### src/sv/mbic_pkg.sv
// ----------------------------------------------------------------------------
// mbic_pkg
// Types and constants shared by the mapper bank and IRQ controller.
// ----------------------------------------------------------------------------
package mbic_pkg;

	typedef struct packed {
		logic        mode;
		logic [15:0] bus_address;
		logic [7:0]  bus_data;
	} in_item_t;

	typedef struct packed {
		logic       irq_line;
		logic [2:0] event_kind;
		logic [2:0] event_slot;
		logic [7:0] event_value;
		logic [7:0] sound_register;
	} out_item_t;

	// decoded write and tick actions on block state
	typedef struct packed {
		logic       tick;
		logic       sound_sel_wr;
		logic       reload_wr;
		logic       ctrl_wr;
		logic       ack_wr;
		logic [7:0] data;
	} state_cmd_t;

	localparam logic       MODE_WRITE = 1'b0;
	localparam logic       MODE_TICK  = 1'b1;

	localparam logic [2:0] EV_NONE  = 3'd0;
	localparam logic [2:0] EV_PRG   = 3'd1;
	localparam logic [2:0] EV_CHR   = 3'd2;
	localparam logic [2:0] EV_MIRR  = 3'd3;
	localparam logic [2:0] EV_SOUND = 3'd4;
	localparam logic [2:0] EV_IRQ   = 3'd5;

	localparam logic [2:0] IRQ_SLOT_RELOAD = 3'd0;
	localparam logic [2:0] IRQ_SLOT_CTRL   = 3'd1;
	localparam logic [2:0] IRQ_SLOT_ACK    = 3'd2;

	localparam logic [1:0] CFG_VARIANT   = 2'd0;
	localparam logic [1:0] CFG_PRG_LIMIT = 2'd1;
	localparam logic [1:0] CFG_CHR_LIMIT = 2'd2;

	localparam logic [15:0] MASK_A   = 16'hF020;
	localparam logic [15:0] MASK_B   = 16'hF000;

	localparam logic [15:0] A_PRG0   = 16'h8000;
	localparam logic [15:0] A_PRG1   = 16'h8001;
	localparam logic [15:0] A_PRG2   = 16'h9000;
	localparam logic [15:0] A_SNDSEL = 16'h9001;
	localparam logic [15:0] A_SNDDAT = 16'h9021;
	localparam logic [15:0] A_CHR0   = 16'hA000;
	localparam logic [15:0] A_CHR1   = 16'hA001;
	localparam logic [15:0] A_CHR2   = 16'hB000;
	localparam logic [15:0] A_CHR3   = 16'hB001;
	localparam logic [15:0] A_CHR4   = 16'hC000;
	localparam logic [15:0] A_CHR5   = 16'hC001;
	localparam logic [15:0] A_CHR6   = 16'hD000;
	localparam logic [15:0] A_CHR7   = 16'hD001;
	localparam logic [15:0] A_MIRR   = 16'hE000;
	localparam logic [15:0] A_RELOAD = 16'hE001;
	localparam logic [15:0] A_CTRL   = 16'hF000;
	localparam logic [15:0] A_ACK    = 16'hF001;

	localparam logic [8:0] PRESCALE_PERIOD = 9'd338;
	localparam logic [8:0] PRESCALE_STEP   = 9'd3;

	function automatic logic [7:0] limit_bank(input logic [7:0] v, input logic [7:0] lim);
		return (v > lim) ? (v & lim) : v;
	endfunction

endpackage

### src/sv/mbic_decode.sv
// ----------------------------------------------------------------------------
// mbic_decode
// Folds a write address per board variant and decodes it into an event and
// state commands.
// ----------------------------------------------------------------------------
module mbic_decode (
	input  mbic_pkg::in_item_t   item,
	input  logic                 board_variant,
	input  logic [7:0]           prg_bank_limit,
	input  logic [7:0]           chr_bank_limit,
	output logic [2:0]           event_kind,
	output logic [2:0]           event_slot,
	output logic [7:0]           event_value,
	output mbic_pkg::state_cmd_t cmd
);
	import mbic_pkg::*;

	logic [15:0] folded;
	logic [3:0]  chr_hi;
	logic [7:0]  d;

	assign d      = item.bus_data;
	assign chr_hi = folded[15:12] - 4'hA;

	always_comb begin
		if (board_variant == 1'b0) begin
			folded = (item.bus_address & MASK_A) |
				{14'd0, item.bus_address[3], item.bus_address[4]};
		end else begin
			folded = (item.bus_address & MASK_B) |
				{14'd0, item.bus_address[4], item.bus_address[3]};
		end
	end

	always_comb begin
		event_kind       = EV_NONE;
		event_slot       = 3'd0;
		event_value      = 8'd0;
		cmd              = '0;
		cmd.data         = d;
		cmd.tick         = (item.mode == MODE_TICK);
		if (item.mode == MODE_WRITE) begin
			unique case (folded)
				A_PRG0: begin
					event_kind  = EV_PRG;
					event_slot  = 3'd0;
					event_value = limit_bank(d, prg_bank_limit);
				end
				A_PRG1: begin
					event_kind  = EV_PRG;
					event_slot  = 3'd1;
					event_value = limit_bank(d, prg_bank_limit);
				end
				A_PRG2: begin
					event_kind  = EV_PRG;
					event_slot  = 3'd2;
					event_value = limit_bank(d, prg_bank_limit);
				end
				A_SNDSEL: cmd.sound_sel_wr = 1'b1;
				A_SNDDAT: begin
					event_kind  = EV_SOUND;
					event_value = d;
				end
				A_CHR0, A_CHR1, A_CHR2, A_CHR3,
				A_CHR4, A_CHR5, A_CHR6, A_CHR7: begin
					event_kind  = EV_CHR;
					event_slot  = {chr_hi[1:0], folded[0]};
					event_value = limit_bank(d, chr_bank_limit);
				end
				A_MIRR: begin
					event_kind  = EV_MIRR;
					event_value = {6'd0, d[1:0]};
				end
				A_RELOAD: begin
					event_kind    = EV_IRQ;
					event_slot    = IRQ_SLOT_RELOAD;
					event_value   = d;
					cmd.reload_wr = 1'b1;
				end
				A_CTRL: begin
					event_kind  = EV_IRQ;
					event_slot  = IRQ_SLOT_CTRL;
					event_value = d;
					cmd.ctrl_wr = 1'b1;
				end
				A_ACK: begin
					event_kind  = EV_IRQ;
					event_slot  = IRQ_SLOT_ACK;
					event_value = d;
					cmd.ack_wr  = 1'b1;
				end
				default: ;
			endcase
		end
	end

endmodule

### src/sv/mbic_state.sv
// ----------------------------------------------------------------------------
// mbic_state
// Sound register select, IRQ registers, prescaler and cycle counter.
// State advances once per accepted beat leaving the input stage.
// ----------------------------------------------------------------------------
module mbic_state (
	input  logic                 clk,
	input  logic                 arst_n,
	input  logic                 en,
	input  mbic_pkg::state_cmd_t cmd,
	output logic                 irq_next,
	output logic [7:0]           sound_next
);
	import mbic_pkg::*;

	logic [7:0] sound_sel_q, reload_q, counter_q;
	logic       irq_en_q, cycle_mode_q, ack_en_q, delay_q, pending_q;
	logic [8:0] acc_q;

	logic [7:0] sound_sel_d, reload_d, counter_d;
	logic       irq_en_d, cycle_mode_d, ack_en_d, delay_d, pending_d;
	logic [8:0] acc_d;

	always_comb begin
		sound_sel_d  = sound_sel_q;
		reload_d     = reload_q;
		counter_d    = counter_q;
		irq_en_d     = irq_en_q;
		cycle_mode_d = cycle_mode_q;
		ack_en_d     = ack_en_q;
		delay_d      = delay_q;
		pending_d    = pending_q;
		acc_d        = acc_q;
		if (cmd.tick) begin
			if (delay_q) begin
				delay_d   = 1'b0;
				pending_d = 1'b1;
			end
			if (irq_en_q) begin
				if (!cycle_mode_q && (acc_q < PRESCALE_PERIOD)) begin
					acc_d = acc_q + PRESCALE_STEP;
				end else begin
					if (!cycle_mode_q)
						acc_d = acc_q - PRESCALE_PERIOD;
					if (counter_q != 8'hFF) begin
						counter_d = counter_q + 8'd1;
					end else begin
						counter_d = reload_q;
						delay_d   = 1'b1;
					end
				end
			end
		end
		if (cmd.sound_sel_wr)
			sound_sel_d = cmd.data;
		if (cmd.reload_wr)
			reload_d = cmd.data;
		if (cmd.ctrl_wr) begin
			ack_en_d     = cmd.data[0];
			irq_en_d     = cmd.data[1];
			cycle_mode_d = cmd.data[2];
			if (cmd.data[1]) begin
				acc_d     = '0;
				counter_d = reload_q;
			end
			pending_d = 1'b0;
		end
		if (cmd.ack_wr) begin
			irq_en_d  = ack_en_q;
			pending_d = 1'b0;
		end
	end

	assign irq_next   = pending_d;
	assign sound_next = sound_sel_d;

	always_ff @(posedge clk or negedge arst_n) begin
		if (!arst_n) begin
			sound_sel_q  <= '0;
			reload_q     <= '0;
			counter_q    <= '0;
			irq_en_q     <= 1'b0;
			cycle_mode_q <= 1'b0;
			ack_en_q     <= 1'b0;
			delay_q      <= 1'b0;
			pending_q    <= 1'b0;
			acc_q        <= '0;
		end else if (en) begin
			sound_sel_q  <= sound_sel_d;
			reload_q     <= reload_d;
			counter_q    <= counter_d;
			irq_en_q     <= irq_en_d;
			cycle_mode_q <= cycle_mode_d;
			ack_en_q     <= ack_en_d;
			delay_q      <= delay_d;
			pending_q    <= pending_d;
			acc_q        <= acc_d;
		end
	end

endmodule

### src/sv/mapper_bank_and_irq_controller.sv
// ----------------------------------------------------------------------------
// mapper_bank_and_irq_controller
// Cartridge mapper bank decode with a cycle driven IRQ counter.
//
//   channel  | direction | handshake                  | payload
//   item     | in        | item_valid / item_ready     | in_item_t
//   result   | out       | result_valid / result_ready | out_item_t
//   cfg      | in        | cfg_we (no wait)            | cfg_index, cfg_data
//
// One beat per cycle while the result side accepts; an item passes the input
// register, then decode and state update into the result register.
// A stalled result holds the input register; the result register and input
// register together let a new beat in while a result waits.
// Reset clears all state and sets both bank limits to 255.
// ----------------------------------------------------------------------------
module mapper_bank_and_irq_controller (
	input  logic                clk,
	input  logic                arst_n,
	input  logic                item_valid,
	output logic                item_ready,
	input  mbic_pkg::in_item_t  item,
	output logic                result_valid,
	input  logic                result_ready,
	output mbic_pkg::out_item_t result,
	input  logic                cfg_we,
	input  logic [1:0]          cfg_index,
	input  logic [7:0]          cfg_data
);
	import mbic_pkg::*;

	logic       variant_q;
	logic [7:0] prg_limit_q, chr_limit_q;

	logic       valid_s1;
	in_item_t   item_s1;
	logic       adv;

	logic       [2:0] kind, slot;
	logic       [7:0] value, sound_next;
	logic       irq_next;
	state_cmd_t cmd;

	assign adv        = valid_s1 && (!result_valid || result_ready);
	assign item_ready = !valid_s1 || adv;

	always_ff @(posedge clk or negedge arst_n) begin
		if (!arst_n) begin
			variant_q   <= 1'b0;
			prg_limit_q <= 8'hFF;
			chr_limit_q <= 8'hFF;
		end else if (cfg_we) begin
			unique case (cfg_index)
				CFG_VARIANT:   variant_q   <= cfg_data[0];
				CFG_PRG_LIMIT: prg_limit_q <= cfg_data;
				CFG_CHR_LIMIT: chr_limit_q <= cfg_data;
				default: ;
			endcase
		end
	end

	always_ff @(posedge clk or negedge arst_n) begin
		if (!arst_n) begin
			valid_s1 <= 1'b0;
		end else if (item_ready) begin
			valid_s1 <= item_valid;
		end
	end

	always_ff @(posedge clk) begin
		if (item_ready && item_valid)
			item_s1 <= item;
	end

	mbic_decode u_decode (
		.item           (item_s1),
		.board_variant  (variant_q),
		.prg_bank_limit (prg_limit_q),
		.chr_bank_limit (chr_limit_q),
		.event_kind     (kind),
		.event_slot     (slot),
		.event_value    (value),
		.cmd            (cmd)
	);

	mbic_state u_state (
		.clk        (clk),
		.arst_n     (arst_n),
		.en         (adv),
		.cmd        (cmd),
		.irq_next   (irq_next),
		.sound_next (sound_next)
	);

	always_ff @(posedge clk or negedge arst_n) begin
		if (!arst_n) begin
			result_valid <= 1'b0;
		end else if (adv) begin
			result_valid <= 1'b1;
		end else if (result_ready) begin
			result_valid <= 1'b0;
		end
	end

	always_ff @(posedge clk) begin
		if (adv) begin
			result.irq_line       <= irq_next;
			result.event_kind     <= kind;
			result.event_slot     <= slot;
			result.event_value    <= value;
			result.sound_register <= sound_next;
		end
	end

endmodule

### config.mk
export PLATFORM = sky130hd
export DESIGN_NAME = mapper_bank_and_irq_controller
export DESIGN_NICKNAME = d
export VERILOG_FILES = /design/src/sv/mbic_pkg.sv /design/src/sv/mbic_decode.sv /design/src/sv/mbic_state.sv /design/src/sv/mapper_bank_and_irq_controller.sv
export SDC_FILE = /design/constraint.sdc
export NUM_CORES = 1
export LEC_CHECK = 0
export BUFFER_PORTS_ARGS = -buffer_cell sky130_fd_sc_hd__buf_4
export CAP_MARGIN = 20
export CORE_ASPECT_RATIO = 1.2
export CORE_MARGIN = 8
export CORE_UTILIZATION = 59
export DETAILED_ROUTE_END_ITERATION = 10
export MAX_ROUTING_LAYER = met4
export PLACE_DENSITY = 0.92
export SETUP_SLACK_MARGIN = 0.5
export SYNTH_ARGS = -nofsm -noshare
export SYNTH_HDL_FRONTEND = slang
export SYNTH_SLANG_ARGS = --single-unit
### constraint.sdc
create_clock -name clk -period 4.6 [get_ports clk]
set_clock_uncertainty 0.05 [all_clocks]
set_input_delay 0.23 -clock clk [delete_from_list [all_inputs] [get_ports clk]]
set_output_delay 0.23 -clock clk [all_outputs]
set_load 0.02 [all_outputs]
==> run_results.csv <==
group,metric,value,unit
die,chipWidth,105,um
hold_path,hold_path_class,"primary input to register",
placed_design,gp_congestion,0.976,
worst_setup_path,path_delay_family,"compound AO/OA/AOI/OAI gates",
placed_design,dp_hpwl,9.26,mm
grt,overflow,0,
run,maxCapViolCount,0,
layout,final_cell_mix,"buf_4, a21oi_1, nand2_1",
timing,hold_viol_final,0,
cts,clkTransAtPathRegs,70,ps
detailed_routing,wl_per_cell,19.0,um
grt,grt_usage,21.4,%
worst_setup_path,crit_end,"result[11]",
detailed_routing,postRouteAntennaNets,0,
logic_synthesis,synth-main-ff-cell,"dfrtp_1",
layout,diodes,0,
grt,grt_antenna_before_repair,0,
power,leakage,2.60,nW
timing,fin_crit_sh,63.3,%
worst_setup_path,max_stage_delay,710,ps
logic_synthesis,synthesis.area,5550,um2
worst_setup_path,path_class,"register to register",
worst_setup_path,crit_start,"item_s1[1]",
timing,worst_pin_slew,896,ps
cts,clock_sinks,96,
layout,area_delta_synth_final,13.9,%
cts,h-tree-depth,3,
detailed_routing,drt-initial-drc-count,339,
logic_synthesis,ys_async_sr_fraction,59.4,%
cts,clock_latency,340,ps
placed_design,numPortBuffers,55,
run_status,outcome,"complete, no violations",
cts,cts_setup_buffers,0,
timing,layout_min_cycle_time,2910,ps
logic_synthesis,synthesis.nets,596,
worst_setup_path,crit_slowest_cell,"edfxtp_1",
logic_synthesis,synth-seq-cells,96,
die,start_util,59.6,%
logic_synthesis,ys_types,67,
layout,final_common_cell,"buf_4",
worst_setup_path,cp_cell_sequence,"ha_1 > nor2b_1 > o211a_1 > o21ai_1 > a32o_1 > o21ai_0 > a21oi_1",
detailed_routing,vias,4449,
grt,grt_pass1_vias,4392,
timing,fin_setup_tns,0,ps
logic_synthesis,yosysSeqAreaShare,47.1,%
die,coreArea,9320,um2
logic_synthesis,syn_inst,519,
grt,grt_pass1_wl,21.5,mm
die,dieArea,12800,um2
layout,drive_gt1_share,24.3,%
detailed_routing,routed_wl,13.2,mm
timing,fmax,344,MHz
cts,cts_tree,"yes",
die,ios,65,
worst_setup_path,worst_r2r_endpoint,"result[11]",
layout,nNetsFinal,644,
timing,final_max_slew_viol_count,0,
worst_setup_path,cp_num_cells,7,
timing,setup_slack,1690,ps
worst_setup_path,critPathBufInv,0,
cts,cts_made_buffers,9,
worst_setup_path,timing.rr.start,"item_s1[1]",
worst_setup_path,worstPathMaxFanout,15,
logic_synthesis,synth_edf_count,39,
power,peakVddDrop,0.303,mV
grt,grt_max_degree,58,
logic_synthesis,synth_area_per_cell,10.7,um2
worst_setup_path,critPathArrivalTime,3030,ps
die,placementRows,39,
worst_setup_path,crit_required,4720,ps
detailed_routing,drc,0,
timing,relSlewSlack,39.6,%
worst_setup_path,r2r_cells,7,
logic_synthesis,ys_warn_count,0,
cts,post_cts_resized,0,
worst_setup_path,end_kind,"register",
placed_design,place_ws,1850,ps
worst_setup_path,r2r_slack,1690,ps
detailed_routing,first_pass_iters,5,
detailed_routing,via_per_inst,6.40,
cts,cts_root_buf,"clkbuf_16",
timing,grt_setup_unrepaired,"no",
timing,final-setup-viol-count,0,
cts,clock_path_buffers,2,
power,p_per_area,367,nW/um2
die,die_h,122,um
worst_setup_path,worstSetupStartpointType,"register",
## layer usage
metal / routed length, um / track usage (%) / vias to the layer above
met3: 762 / 3.36 / 40
li1: - / - / 2045
met5: 0 / - / -
met2: 6710 / 37.1 / 211
met4: 437 / 9.52 / 0
met1: 5290 / 24.2 / 2153
## Yosys cell counts (all sizes together), types with 12 or more instances
cell    number  area share (%)
a21oi       48             4.3
nand2       42             2.8
dfrtp       41              18
mux2        40             8.7
edfxtp      39              21
ha          37             8.3
nor2        32             2.3
o21ai       32             3.0
inv         25             1.7
dfstp       16             7.6
clkbuf      12            0.81
nor3        12             1.2
## sequential cells by signal, indices dropped and copies added (netlist names)
signal,cells
prg_limit_q,8
item_s1,16
variant_q,1
u_state.pending_q,1
result,23
chr_limit_q,8
valid_s1,1
u_state.irq_en_q,1
u_state.acc_q,9
u_state.counter_q,8
u_state.cycle_mode_q,1
u_state.sound_sel_q,8
u_state.ack_en_q,1
u_state.delay_q,1
result_valid,1
u_state.reload_q,8
## repair_timing
item | in CTS | in global routing
endpoints found under the setup margin | 0 | 0
hold buffers | 1 | 0
endpoints found under the hold margin | 41 | 0
## where the power goes
group	internal, mW	switching, mW
combinational	0.211	0.283
clock	0.398	0.319
sequential	1.01	0.102
## area by class of cell
cell class                 count  area [um2]
timing repair buffer          57         430
clock buffer                  12         256
inverter                      26        97.6
fill                         664        3000
tap                          123         154
clock inverter                 4        27.5
multi-input combinational    377        2740
sequential                    96        2620
## worst min path at each step
stage	to	from	slack, ps	cells past startpoint
floorplan	result_valid	arst_n	-120	0
global placement	u_state.acc_q[8]	arst_n	280	1
detailed placement	u_state.acc_q[7]	arst_n	280	1
CTS	item_s1[5]	item[5]	4	1
global route	item_s1[20]	item[20]	4	1
finish	item_s1[5]	item[5]	8	1
## per-stage QoR
step	hold slack [ps]	power [mW]	cell area, um2	std cells	utilization (%)
floorplan	-116	1.45	5550	519	-
CTS	3.94	2.31	6320	695	67.9
global placement	275	1.57	6030	678	64.7
detailed placement	280	1.60	6030	678	64.7
finish	8.22	2.32	6320	695	67.9
global route	4.29	2.41	6320	695	67.9
## cell families (layout without fill, tap and decap cells)
| group | count (synthesis) | after routing | share of synthesized area (%) |
|---|---|---|---|
| flip-flops | 96 | 96 | 47.1 |
| XOR/XNOR | 4 | 4 | 0.631 |
| AND/OR/NAND/NOR | 139 | 139 | 13.1 |
| buffers and inverters | 46 | 99 | 3.47 |
| AO/OA/AOI/OAI | 156 | 156 | 18.4 |
| adder cells (fa/ha/maj) | 37 | 37 | 8.34 |
| multiplexers | 41 | 41 | 8.83 |
No activity file was read; power rests on OpenSTA's default activity.
